**src/hdl/rca_pkg.sv**
```systemverilog
// Shared types and constants for the relay controller with auto-off.
// No dependencies; imported by every module of the block.
`default_nettype none

package rca_pkg;

   localparam int ACTION_WIDTH = 3;
   localparam int BUTTON_WIDTH = 3;
   localparam int INDEX_WIDTH  = 2;
   localparam int CMD_WIDTH    = 2;
   localparam int STATES_WIDTH = 3;
   localparam int SECS_WIDTH   = 16;
   localparam int CSR_INDEX_WIDTH = 1;

   localparam logic [SECS_WIDTH-1:0] AUTO_OFF_RESET     = 16'd3600;
   localparam logic [SECS_WIDTH-1:0] PING_TIMEOUT_RESET = 16'd60;

   typedef enum logic [ACTION_WIDTH-1:0] {
      ACT_SAMPLE    = 3'd0,
      ACT_COMMAND   = 3'd1,
      ACT_STATUS    = 3'd2,
      ACT_PING      = 3'd3,
      ACT_LINK_LOST = 3'd4,
      ACT_SECOND    = 3'd5
   } action_type;

   typedef enum logic [CMD_WIDTH-1:0] {
      CMD_NONE   = 2'd0,
      CMD_ON     = 2'd1,
      CMD_OFF    = 2'd2,
      CMD_TOGGLE = 2'd3
   } cmd_type;

   typedef enum logic [CSR_INDEX_WIDTH-1:0] {
      CSR_AUTO_OFF     = 1'b0,
      CSR_PING_TIMEOUT = 1'b1
   } csr_index_type;

   // Item context shared by all relay cells
   typedef struct packed {
      action_type            action;
      logic                  remote;
      logic [SECS_WIDTH-1:0] auto_off_secs;
      cmd_type               command;
   } relay_ctl_type;

   // Per-relay result of one item
   typedef struct packed {
      logic on;
      logic report;
   } relay_stat_type;

endpackage

`default_nettype wire

```
**src/hdl/rca_relay.sv**
```systemverilog
// One relay cell: drive state, pending command, button history, auto-off countdown.
// Depends on rca_pkg.
`default_nettype none

module rca_relay
   import rca_pkg::*;
(
   input  logic           clock,
   input  logic           reset,
   input  logic           enable,
   input  relay_ctl_type  ctl,
   input  logic           button_level,
   input  logic           cmd_hit,
   output relay_stat_type stat
);

   logic                  button_ff, button_in;
   logic                  on_ff, on_in;
   cmd_type               pend_cmd_ff, pend_cmd_in;
   logic                  pend_valid_ff, pend_valid_in;
   logic [SECS_WIDTH-1:0] count_ff, count_in;
   logic                  armed_ff, armed_in;
   logic [SECS_WIDTH-1:0] count_dec;
   logic                  report;

   assign count_dec = (count_ff != '0) ? count_ff - 1'b1 : count_ff;

   always_comb begin
      button_in     = button_ff;
      on_in         = on_ff;
      pend_cmd_in   = pend_cmd_ff;
      pend_valid_in = pend_valid_ff;
      count_in      = count_ff;
      armed_in      = armed_ff;
      report        = 1'b0;
      unique case (ctl.action)
         ACT_SAMPLE: begin
            button_in = button_level;
            // released -> pushed queues a toggle
            if (button_ff && !button_level) begin
               pend_cmd_in   = CMD_TOGGLE;
               pend_valid_in = 1'b1;
            end
            if (pend_valid_in) begin
               pend_valid_in = 1'b0;
               if (pend_cmd_in != CMD_NONE) begin
                  unique case (pend_cmd_in)
                     CMD_ON:  on_in = 1'b1;
                     CMD_OFF: on_in = 1'b0;
                     default: on_in = !on_ff;
                  endcase
                  report = 1'b1;
                  if (on_in && !ctl.remote && (ctl.auto_off_secs != '0)) begin
                     count_in = ctl.auto_off_secs;
                     armed_in = 1'b1;
                  end
               end
            end
         end
         ACT_COMMAND: begin
            if (cmd_hit) begin
               pend_cmd_in   = ctl.command;
               pend_valid_in = (ctl.command != CMD_NONE);
            end
         end
         ACT_SECOND: begin
            if (armed_ff) begin
               count_in = count_dec;
               if (count_dec == '0) begin
                  armed_in = 1'b0;
                  if (!ctl.remote) begin
                     pend_cmd_in   = CMD_OFF;
                     pend_valid_in = 1'b1;
                  end
               end
            end
         end
         default: begin
         end
      endcase
   end

   always_ff @(posedge clock) begin
      if (reset) begin
         button_ff     <= 1'b1;
         on_ff         <= 1'b0;
         pend_cmd_ff   <= CMD_NONE;
         pend_valid_ff <= 1'b0;
         count_ff      <= '0;
         armed_ff      <= 1'b0;
      end else if (enable) begin
         button_ff     <= button_in;
         on_ff         <= on_in;
         pend_cmd_ff   <= pend_cmd_in;
         pend_valid_ff <= pend_valid_in;
         count_ff      <= count_in;
         armed_ff      <= armed_in;
      end
   end

   assign stat.on     = on_in;
   assign stat.report = report;

endmodule

`default_nettype wire

```
**src/hdl/rca_link.sv**
```systemverilog
// External control link: remote-active flag and ping age watchdog.
// Depends on rca_pkg.
`default_nettype none

module rca_link
   import rca_pkg::*;
(
   input  logic                  clock,
   input  logic                  reset,
   input  logic                  enable,
   input  action_type            action,
   input  logic [SECS_WIDTH-1:0] ping_timeout,
   output logic                  remote,
   output logic                  remote_next
);

   logic                  remote_ff, remote_in;
   logic [SECS_WIDTH-1:0] age_ff, age_in;

   always_comb begin
      remote_in = remote_ff;
      age_in    = age_ff;
      unique case (action)
         ACT_PING: begin
            remote_in = 1'b1;
            age_in    = '0;
         end
         ACT_LINK_LOST: begin
            remote_in = 1'b0;
         end
         ACT_SECOND: begin
            // saturating age, checked after the increment
            age_in = (age_ff != '1) ? age_ff + 1'b1 : age_ff;
            if (remote_ff && (age_in > ping_timeout)) begin
               remote_in = 1'b0;
            end
         end
         default: begin
         end
      endcase
   end

   always_ff @(posedge clock) begin
      if (reset) begin
         remote_ff <= 1'b0;
         age_ff    <= '0;
      end else if (enable) begin
         remote_ff <= remote_in;
         age_ff    <= age_in;
      end
   end

   assign remote      = remote_ff;
   assign remote_next = remote_in;

endmodule

`default_nettype wire

```
**src/hdl/relay_controller_auto_off.sv**
```systemverilog
// Top level of the relay controller with auto-off.
// Depends on rca_pkg, rca_relay and rca_link.
`default_nettype none

// Relay controller: RELAY_COUNT relays, each with a button, one pending
// command and an auto-off countdown, plus an external-control link with a
// ping watchdog. Every request transaction (sample tick, relay command,
// status request, ping, link lost, second tick) yields exactly one response
// transaction carrying the relay levels, the report mask and the flags.
// Throughput is one transaction per clock while no response is stalled.
// A request waits in the request register; then the per-relay update and
// the link update fold into the response register in a single pass.
// The request side keeps taking transactions while a response waits, and
// stalls only when both registers are full and the response is stalled.
// Relay commands are only queued; they take effect on the next sample tick.
// csr_* writes (index 0 auto_off_secs, index 1 ping_timeout_secs) must only
// happen with the block idle.
module relay_controller_auto_off
   import rca_pkg::*;
#(
   parameter int RELAY_COUNT = 3
) (
   input  logic                       clock,
   input  logic                       reset,

   input  logic                       csr_wr_en,
   input  logic [CSR_INDEX_WIDTH-1:0] csr_index,
   input  logic [SECS_WIDTH-1:0]      csr_data,

   input  logic                       req_valid,
   output logic                       req_stall,
   input  logic [ACTION_WIDTH-1:0]    req_action,
   input  logic [BUTTON_WIDTH-1:0]    req_button_levels,
   input  logic [INDEX_WIDTH-1:0]     req_relay_index,
   input  logic [CMD_WIDTH-1:0]       req_relay_command,

   output logic                       rsp_valid,
   input  logic                       rsp_stall,
   output logic [STATES_WIDTH-1:0]    rsp_relay_states,
   output logic [STATES_WIDTH-1:0]    rsp_report_mask,
   output logic                       rsp_pong_flag,
   output logic                       rsp_device_info_flag,
   output logic                       rsp_external_control
);

   // --- configuration registers ---
   logic [SECS_WIDTH-1:0] auto_off_secs_ff;
   logic [SECS_WIDTH-1:0] ping_timeout_ff;

   always_ff @(posedge clock) begin
      if (reset) begin
         auto_off_secs_ff <= AUTO_OFF_RESET;
         ping_timeout_ff  <= PING_TIMEOUT_RESET;
      end else if (csr_wr_en) begin
         unique case (csr_index_type'(csr_index))
            CSR_AUTO_OFF:     auto_off_secs_ff <= csr_data;
            CSR_PING_TIMEOUT: ping_timeout_ff  <= csr_data;
         endcase
      end
   end

   // --- handshake: request register feeds response register ---
   logic req_valid_ff, req_valid_in;
   logic rsp_valid_ff, rsp_valid_in;
   logic accept;
   logic advance;

   assign advance      = req_valid_ff && (!rsp_valid_ff || !rsp_stall);
   assign req_stall    = req_valid_ff && !advance;
   assign accept       = req_valid && !req_stall;
   assign req_valid_in = accept || (req_valid_ff && !advance);
   assign rsp_valid_in = advance || (rsp_valid_ff && rsp_stall);

   always_ff @(posedge clock) begin
      if (reset) begin
         req_valid_ff <= 1'b0;
         rsp_valid_ff <= 1'b0;
      end else begin
         req_valid_ff <= req_valid_in;
         rsp_valid_ff <= rsp_valid_in;
      end
   end

   // request payload, loaded on accept
   action_type              req_action_ff;
   logic [BUTTON_WIDTH-1:0] req_button_levels_ff;
   logic [INDEX_WIDTH-1:0]  req_relay_index_ff;
   cmd_type                 req_relay_command_ff;

   always_ff @(posedge clock) begin
      if (accept) begin
         req_action_ff        <= action_type'(req_action);
         req_button_levels_ff <= req_button_levels;
         req_relay_index_ff   <= req_relay_index;
         req_relay_command_ff <= cmd_type'(req_relay_command);
      end
   end

   // --- external control link ---
   logic remote;
   logic remote_next;

   rca_link u_link (
      .clock        (clock),
      .reset        (reset),
      .enable       (advance),
      .action       (req_action_ff),
      .ping_timeout (ping_timeout_ff),
      .remote       (remote),
      .remote_next  (remote_next)
   );

   // --- relay cells; expiry and arming see the link state before this item ---
   relay_ctl_type  ctl;
   relay_stat_type stat [RELAY_COUNT];

   assign ctl.action        = req_action_ff;
   assign ctl.remote        = remote;
   assign ctl.auto_off_secs = auto_off_secs_ff;
   assign ctl.command       = req_relay_command_ff;

   for (genvar i = 0; i < RELAY_COUNT; i++) begin : g_relay
      logic button_level;
      logic cmd_hit;

      // relays without a button bit see a released button
      if (i < BUTTON_WIDTH) begin : g_btn
         assign button_level = req_button_levels_ff[i];
      end else begin : g_nobtn
         assign button_level = 1'b1;
      end

      assign cmd_hit = (int'(req_relay_index_ff) == i);

      rca_relay u_relay (
         .clock        (clock),
         .reset        (reset),
         .enable       (advance),
         .ctl          (ctl),
         .button_level (button_level),
         .cmd_hit      (cmd_hit),
         .stat         (stat[i])
      );
   end

   // --- response assembly ---
   logic [STATES_WIDTH-1:0] states_in;
   logic [STATES_WIDTH-1:0] report_in;
   logic                    is_ping;

   assign is_ping = (req_action_ff == ACT_PING);

   for (genvar b = 0; b < STATES_WIDTH; b++) begin : g_bit
      if (b < RELAY_COUNT) begin : g_used
         assign states_in[b] = stat[b].on;
         assign report_in[b] = stat[b].report || is_ping;
      end else begin : g_unused
         assign states_in[b] = 1'b0;
         assign report_in[b] = 1'b0;
      end
   end

   logic [STATES_WIDTH-1:0] rsp_relay_states_ff;
   logic [STATES_WIDTH-1:0] rsp_report_mask_ff;
   logic                    rsp_pong_flag_ff;
   logic                    rsp_device_info_flag_ff;
   logic                    rsp_external_control_ff;

   always_ff @(posedge clock) begin
      if (advance) begin
         rsp_relay_states_ff     <= states_in;
         rsp_report_mask_ff      <= report_in;
         rsp_pong_flag_ff        <= is_ping;
         rsp_device_info_flag_ff <= (req_action_ff == ACT_STATUS);
         rsp_external_control_ff <= remote_next;
      end
   end

   assign rsp_valid            = rsp_valid_ff;
   assign rsp_relay_states     = rsp_relay_states_ff;
   assign rsp_report_mask      = rsp_report_mask_ff;
   assign rsp_pong_flag        = rsp_pong_flag_ff;
   assign rsp_device_info_flag = rsp_device_info_flag_ff;
   assign rsp_external_control = rsp_external_control_ff;

endmodule

`default_nettype wire

```
**config.mk**
```make
export PLATFORM = sky130hd
export DESIGN_NAME = relay_controller_auto_off
export DESIGN_NICKNAME = d
export VERILOG_FILES = /design/src/hdl/rca_pkg.sv /design/src/hdl/rca_relay.sv /design/src/hdl/rca_link.sv /design/src/hdl/relay_controller_auto_off.sv
export SDC_FILE = /design/constraint.sdc
export NUM_CORES = 1
export LEC_CHECK = 0
export ABC_CLOCK_PERIOD_IN_PS = 3950
export BUFFER_PORTS_ARGS = -buffer_cell sky130_fd_sc_hd__buf_4
export CAP_MARGIN = 25
export CORE_AREA = 2 2 176 178
export DETAILED_ROUTE_END_ITERATION = 16
export DIE_AREA = 0 0 178 180
export HOLD_SLACK_MARGIN = 0.05
export SYNTH_ARGS = -nofsm -noshare
export SYNTH_HDL_FRONTEND = slang
export SYNTH_HIERARCHICAL = 1
export SYNTH_SLANG_ARGS = --single-unit
```
**constraint.sdc**
```tcl
create_clock -name clock -period 3.95 [get_ports clock]
set_input_delay 0.1975 -clock clock [delete_from_list [all_inputs] [get_ports clock]]
set_output_delay 0.1975 -clock clock [all_outputs]
set_load 0.01 [all_outputs]
```
==> impl_metrics.csv <==
group,metric,value,unit
clocking,cts_sinks,136,
sta,hold_viol_final,0,
clocking,clock-root-buffer,"clkbuf_16",
global_routing,antenna_found_initial,0,
pwr,p_comb_frac,0.120,
sta,whs,79.6,ps
layout,nNetsFinal,1193,
global_routing,grt_pass1_vias,7897,
sta,fin_crit_sh,0.890,
drt,post_drt_wl_per_cell,15.6,um
drt,drt_iter0_markers,577,
floorplanning,dieArea,32000,um^2
sta,finalClockSkew,17.4,ps
clocking,clk_path_buf_depth,2,
critical_path,timing.rr.end,"rsp_external_control",
layout,register_area,2910,um^2
critical_path,cp_max_fo,8,
pwr,power.internal,0.00261,W
sta,max_slew.worst_pin.slew,876,ps
drt,drtPass1Iterations,5,
sta,fmax,284,MHz
sta,slew_headroom,0.414,
sta,period_minus_slack,3520,ps
pwr,p_per_area,345,nW/um^2
critical_path,worstPathArrival,3790,ps
critical_path,critPathRequiredTime,4220,ps
pwr,clockPowerShare,0.463,
hold_path,hold_end,"auto_off_secs_ff[12]",
pwr,p_leak,3.83,nW
sta,rsz0062_at_grt,"false",
clocking,clk_latency,440,ps
floorplanning,core_area,30200,um^2
clocking,post_cts_resize_count,0,
pwr,switchingPower,0.000956,W
outcome,status,"finished, final reports clean",
clocking,path_clk_slew,60,ps
critical_path,critPathLaunchType,"flip-flop",
floorplanning,die_w,178,um
pwr,ir_drop,0.212,mV
global_routing,grt_pass1_wl,39900,um
layout,syn_to_final_growth,15.2,%
sta,finalSetupTns,0,ps
critical_path,reg2reg_from,"u_link/age_ff[0]",
layout,antenna-diode-count,0,
critical_path,r2r.worst_path.cells,12,
clocking,cts-buffers-inserted,17,
layout,fin_util,0.343,
hold_path,hold_path_depth,3,
floorplanning,rows,64,
floorplanning,ioPinCount,43,
critical_path,crit_type,"reg2reg",
global_routing,grt_overflow_total,0,
sta,layout_setup_ws,433,ps
drt,dr_total_vias,8367,
floorplanning,die_h,180,um
clocking,post_cts_buffers,0,
placed_design,preCtsSetupSlack,482,ps
floorplanning,start_util,0.297,
clocking,htree_levels,4,
synth,syn-cell-area,8980,um^2
placed_design,portBuffers,42,
synth,async_flop_share,0,
synth,syn_area_per_cell,8.07,um^2
drt,drc_errors,0,
drt,routed_wl,24000,um
global_routing,grt_use_total,0.153,
placed_design,gp_congestion,0.850,
layout,multiInputGateArea,5540,um^2
critical_path,r2r_slack,430,ps
run,drv_cap,0,
synth,synth_edf_count,19,
layout,nFillCells,3107,
global_routing,grt_max_degree,73,
critical_path,end_kind,"flip-flop",
drt,viasPerCell,5.43,
synth,ys_seq_elements,136,
sta,slew_violations,0,
hold_path,min_from,"csr_data[12]",
pwr,seqPwrFrac,0.417,
hold_path,hp-class,"in2reg",
synth,yosysUniqueCellTypes,87,
clocking,cts_hold_buffers,17,
sta,setup_violations,0,
synth,ys_warn_count,6,
layout,drive_gt1_frac,0.141,
synth,mappedNetlistNets,1173,
drt,ant_nets,0,
clocking,tritoncts,"yes",
placed_design,post_dp_cell_area,9570,um^2
placed_design,dp_hpwl,16900,um
synth,netlist_instances,1112,
pwr,swShare,0.268,
layout,final_area,10300,um^2
synth,synthFlopType,"dfxtp_1",
synth,synth-seq-area-share,0.325,
[how the worst max path moves through the flow]
stage / start / endpoint / slack (ps) / depth (start not counted)
after floorplan: u_link/age_ff[1] / rsp_external_control / 950 / 12
after global placement: u_link/age_ff[0] / rsp_external_control / 600 / 12
after detailed placement: u_link/age_ff[0] / rsp_external_control / 480 / 12
after CTS: u_link/age_ff[0] / rsp_external_control / 450 / 12
after global routing: u_link/age_ff[0] / rsp_external_control / 190 / 11
final: u_link/age_ff[0] / rsp_external_control / 430 / 12
[registers in the layout, summed over array words and instances (netlist names), 3 cells and up]
name	cells
auto_off_secs_ff	16
g_relay.u_relay/armed_ff	3
g_relay.u_relay/button_ff	3
g_relay.u_relay/count_ff	48
g_relay.u_relay/on_ff	3
g_relay.u_relay/pend_cmd_ff	6
g_relay.u_relay/pend_valid_ff	3
ping_timeout_ff	16
req_action_ff	3
req_button_levels_ff	3
rsp_relay_states	3
rsp_report_mask	3
u_link/age_ff	16
[cell families after synthesis]
kind of cell	after synthesis	share of synthesized area
mux	36	0.0406
flops	136	0.325
compound gates	294	0.224
simple gates	476	0.293
buf+inv	124	0.0609
xor+xnor	17	0.0166
fa+ha+maj	29	0.0404
[critical path, stage by stage (launching register included)]
cell	delay, ps
dfxtp_1	480
ha_1	280
nand3_1	230
nor4_2	610
nor2_1	150
nand2_1	140
xnor2_1	130
ha_1	270
a21o_1	170
nand3_1	90
a211oi_1	70
or4_1	550
a22oi_1	180
[synthesized netlist by cell type, types with 4 or more instances]
cell	n	area share
a31oi_1	14	0.0098
xnor2_1	14	0.014
nor4b_1	6	0.0059
nand3_1	40	0.022
a22oi_1	16	0.013
ha_1	29	0.040
buf_2	11	0.0061
buf_4	6	0.0050
nor3_1	41	0.023
a211oi_1	18	0.015
a221oi_1	9	0.0088
inv_1	50	0.021
a22o_1	6	0.0059
nand4b_1	4	0.0039
nand2_1	98	0.041
and2_1	6	0.0042
buf_6	6	0.0075
dfxtp_1	117	0.26
o22ai_1	14	0.0098
and3_2	4	0.0033
o31ai_1	20	0.017
nor2_1	92	0.038
o32ai_1	4	0.0039
or4_4	8	0.010
nand2b_1	45	0.031
or4_1	6	0.0050
or2_2	8	0.0056
buf_1	4	0.0017
or3_1	12	0.0084
edfxtp_1	19	0.064
nor4_1	28	0.020
nor2b_1	8	0.0056
a21oi_1	60	0.033
o21ai_1	6	0.0033
nand4_1	24	0.017
mux2i_1	33	0.037
o21ai_0	72	0.040
a21boi_0	4	0.0033
clkbuf_1	47	0.020
o21ai_2	7	0.0068
nor3b_1	7	0.0059
[final cells by class]
| cell class | instances | area share |
|---|---|---|
| clock buffer | 19 | 0.0449 |
| clock inverter | 13 | 0.0137 |
| inverter | 50 | 0.0181 |
| multi-input combinational | 852 | 0.535 |
| sequential | 136 | 0.282 |
| tap | 396 | 0.0479 |
| timing repair buffer | 75 | 0.0586 |
[power groups by stage]
stage / Combinational, W / Sequential [W] / Clock [W]
global placement: 0.000407 / 0.00151 / 0
detailed placement: 0.000413 / 0.00152 / 0
floorplan: 0.000295 / 0.00150 / 0
global route: 0.000475 / 0.00149 / 0.00175
CTS: 0.000428 / 0.00148 / 0.00170
finish: 0.000428 / 0.00149 / 0.00165
[metal layers]
layer  wire [um]  GRT usage  up-vias
met5           0          0        -
met4         393     0.0449        0
met3         995     0.0319       30
met2       11400      0.250      175
met1       11300      0.202     3990
li1            -          -     4172
[cell usage in the layout, fill, tap and decap left out, drive strengths merged, types with 4 or more instances in the layout]
cell type and n:
nor3b 7, o32ai 6, nor3 44, buf 58, dlygate4sd3 17, and2 7, nand4 25, a221oi 9
mux2i 33, clkbuf 19, nand2 99, a22o 6, nor4b 6, a21boi 6, dfxtp 117, a211oi 18
nor2b 8, clkinv 6, o31ai 22, or2 8, inv 54, nor2 93, edfxtp 19, and3 8
o22ai 14, nand2b 45, a22oi 16, xnor2 14, or4 16, a31oi 14, nand3 40, o21ai 85
nor4 31, a21oi 60, nand4b 4, or3 16, o41ai 4, ha 29
[through the flow]
| stage | cells | total power [W] |
|---|---|---|
| floorplan | 1112 | 0.00180 |
| global placement | 1492 | 0.00192 |
| detailed placement | 1492 | 0.00193 |
| CTS | 1541 | 0.00361 |
| global route | 1541 | 0.00371 |
| finish | 1541 | 0.00356 |
No activity file was read; power rests on OpenSTA's default activity.
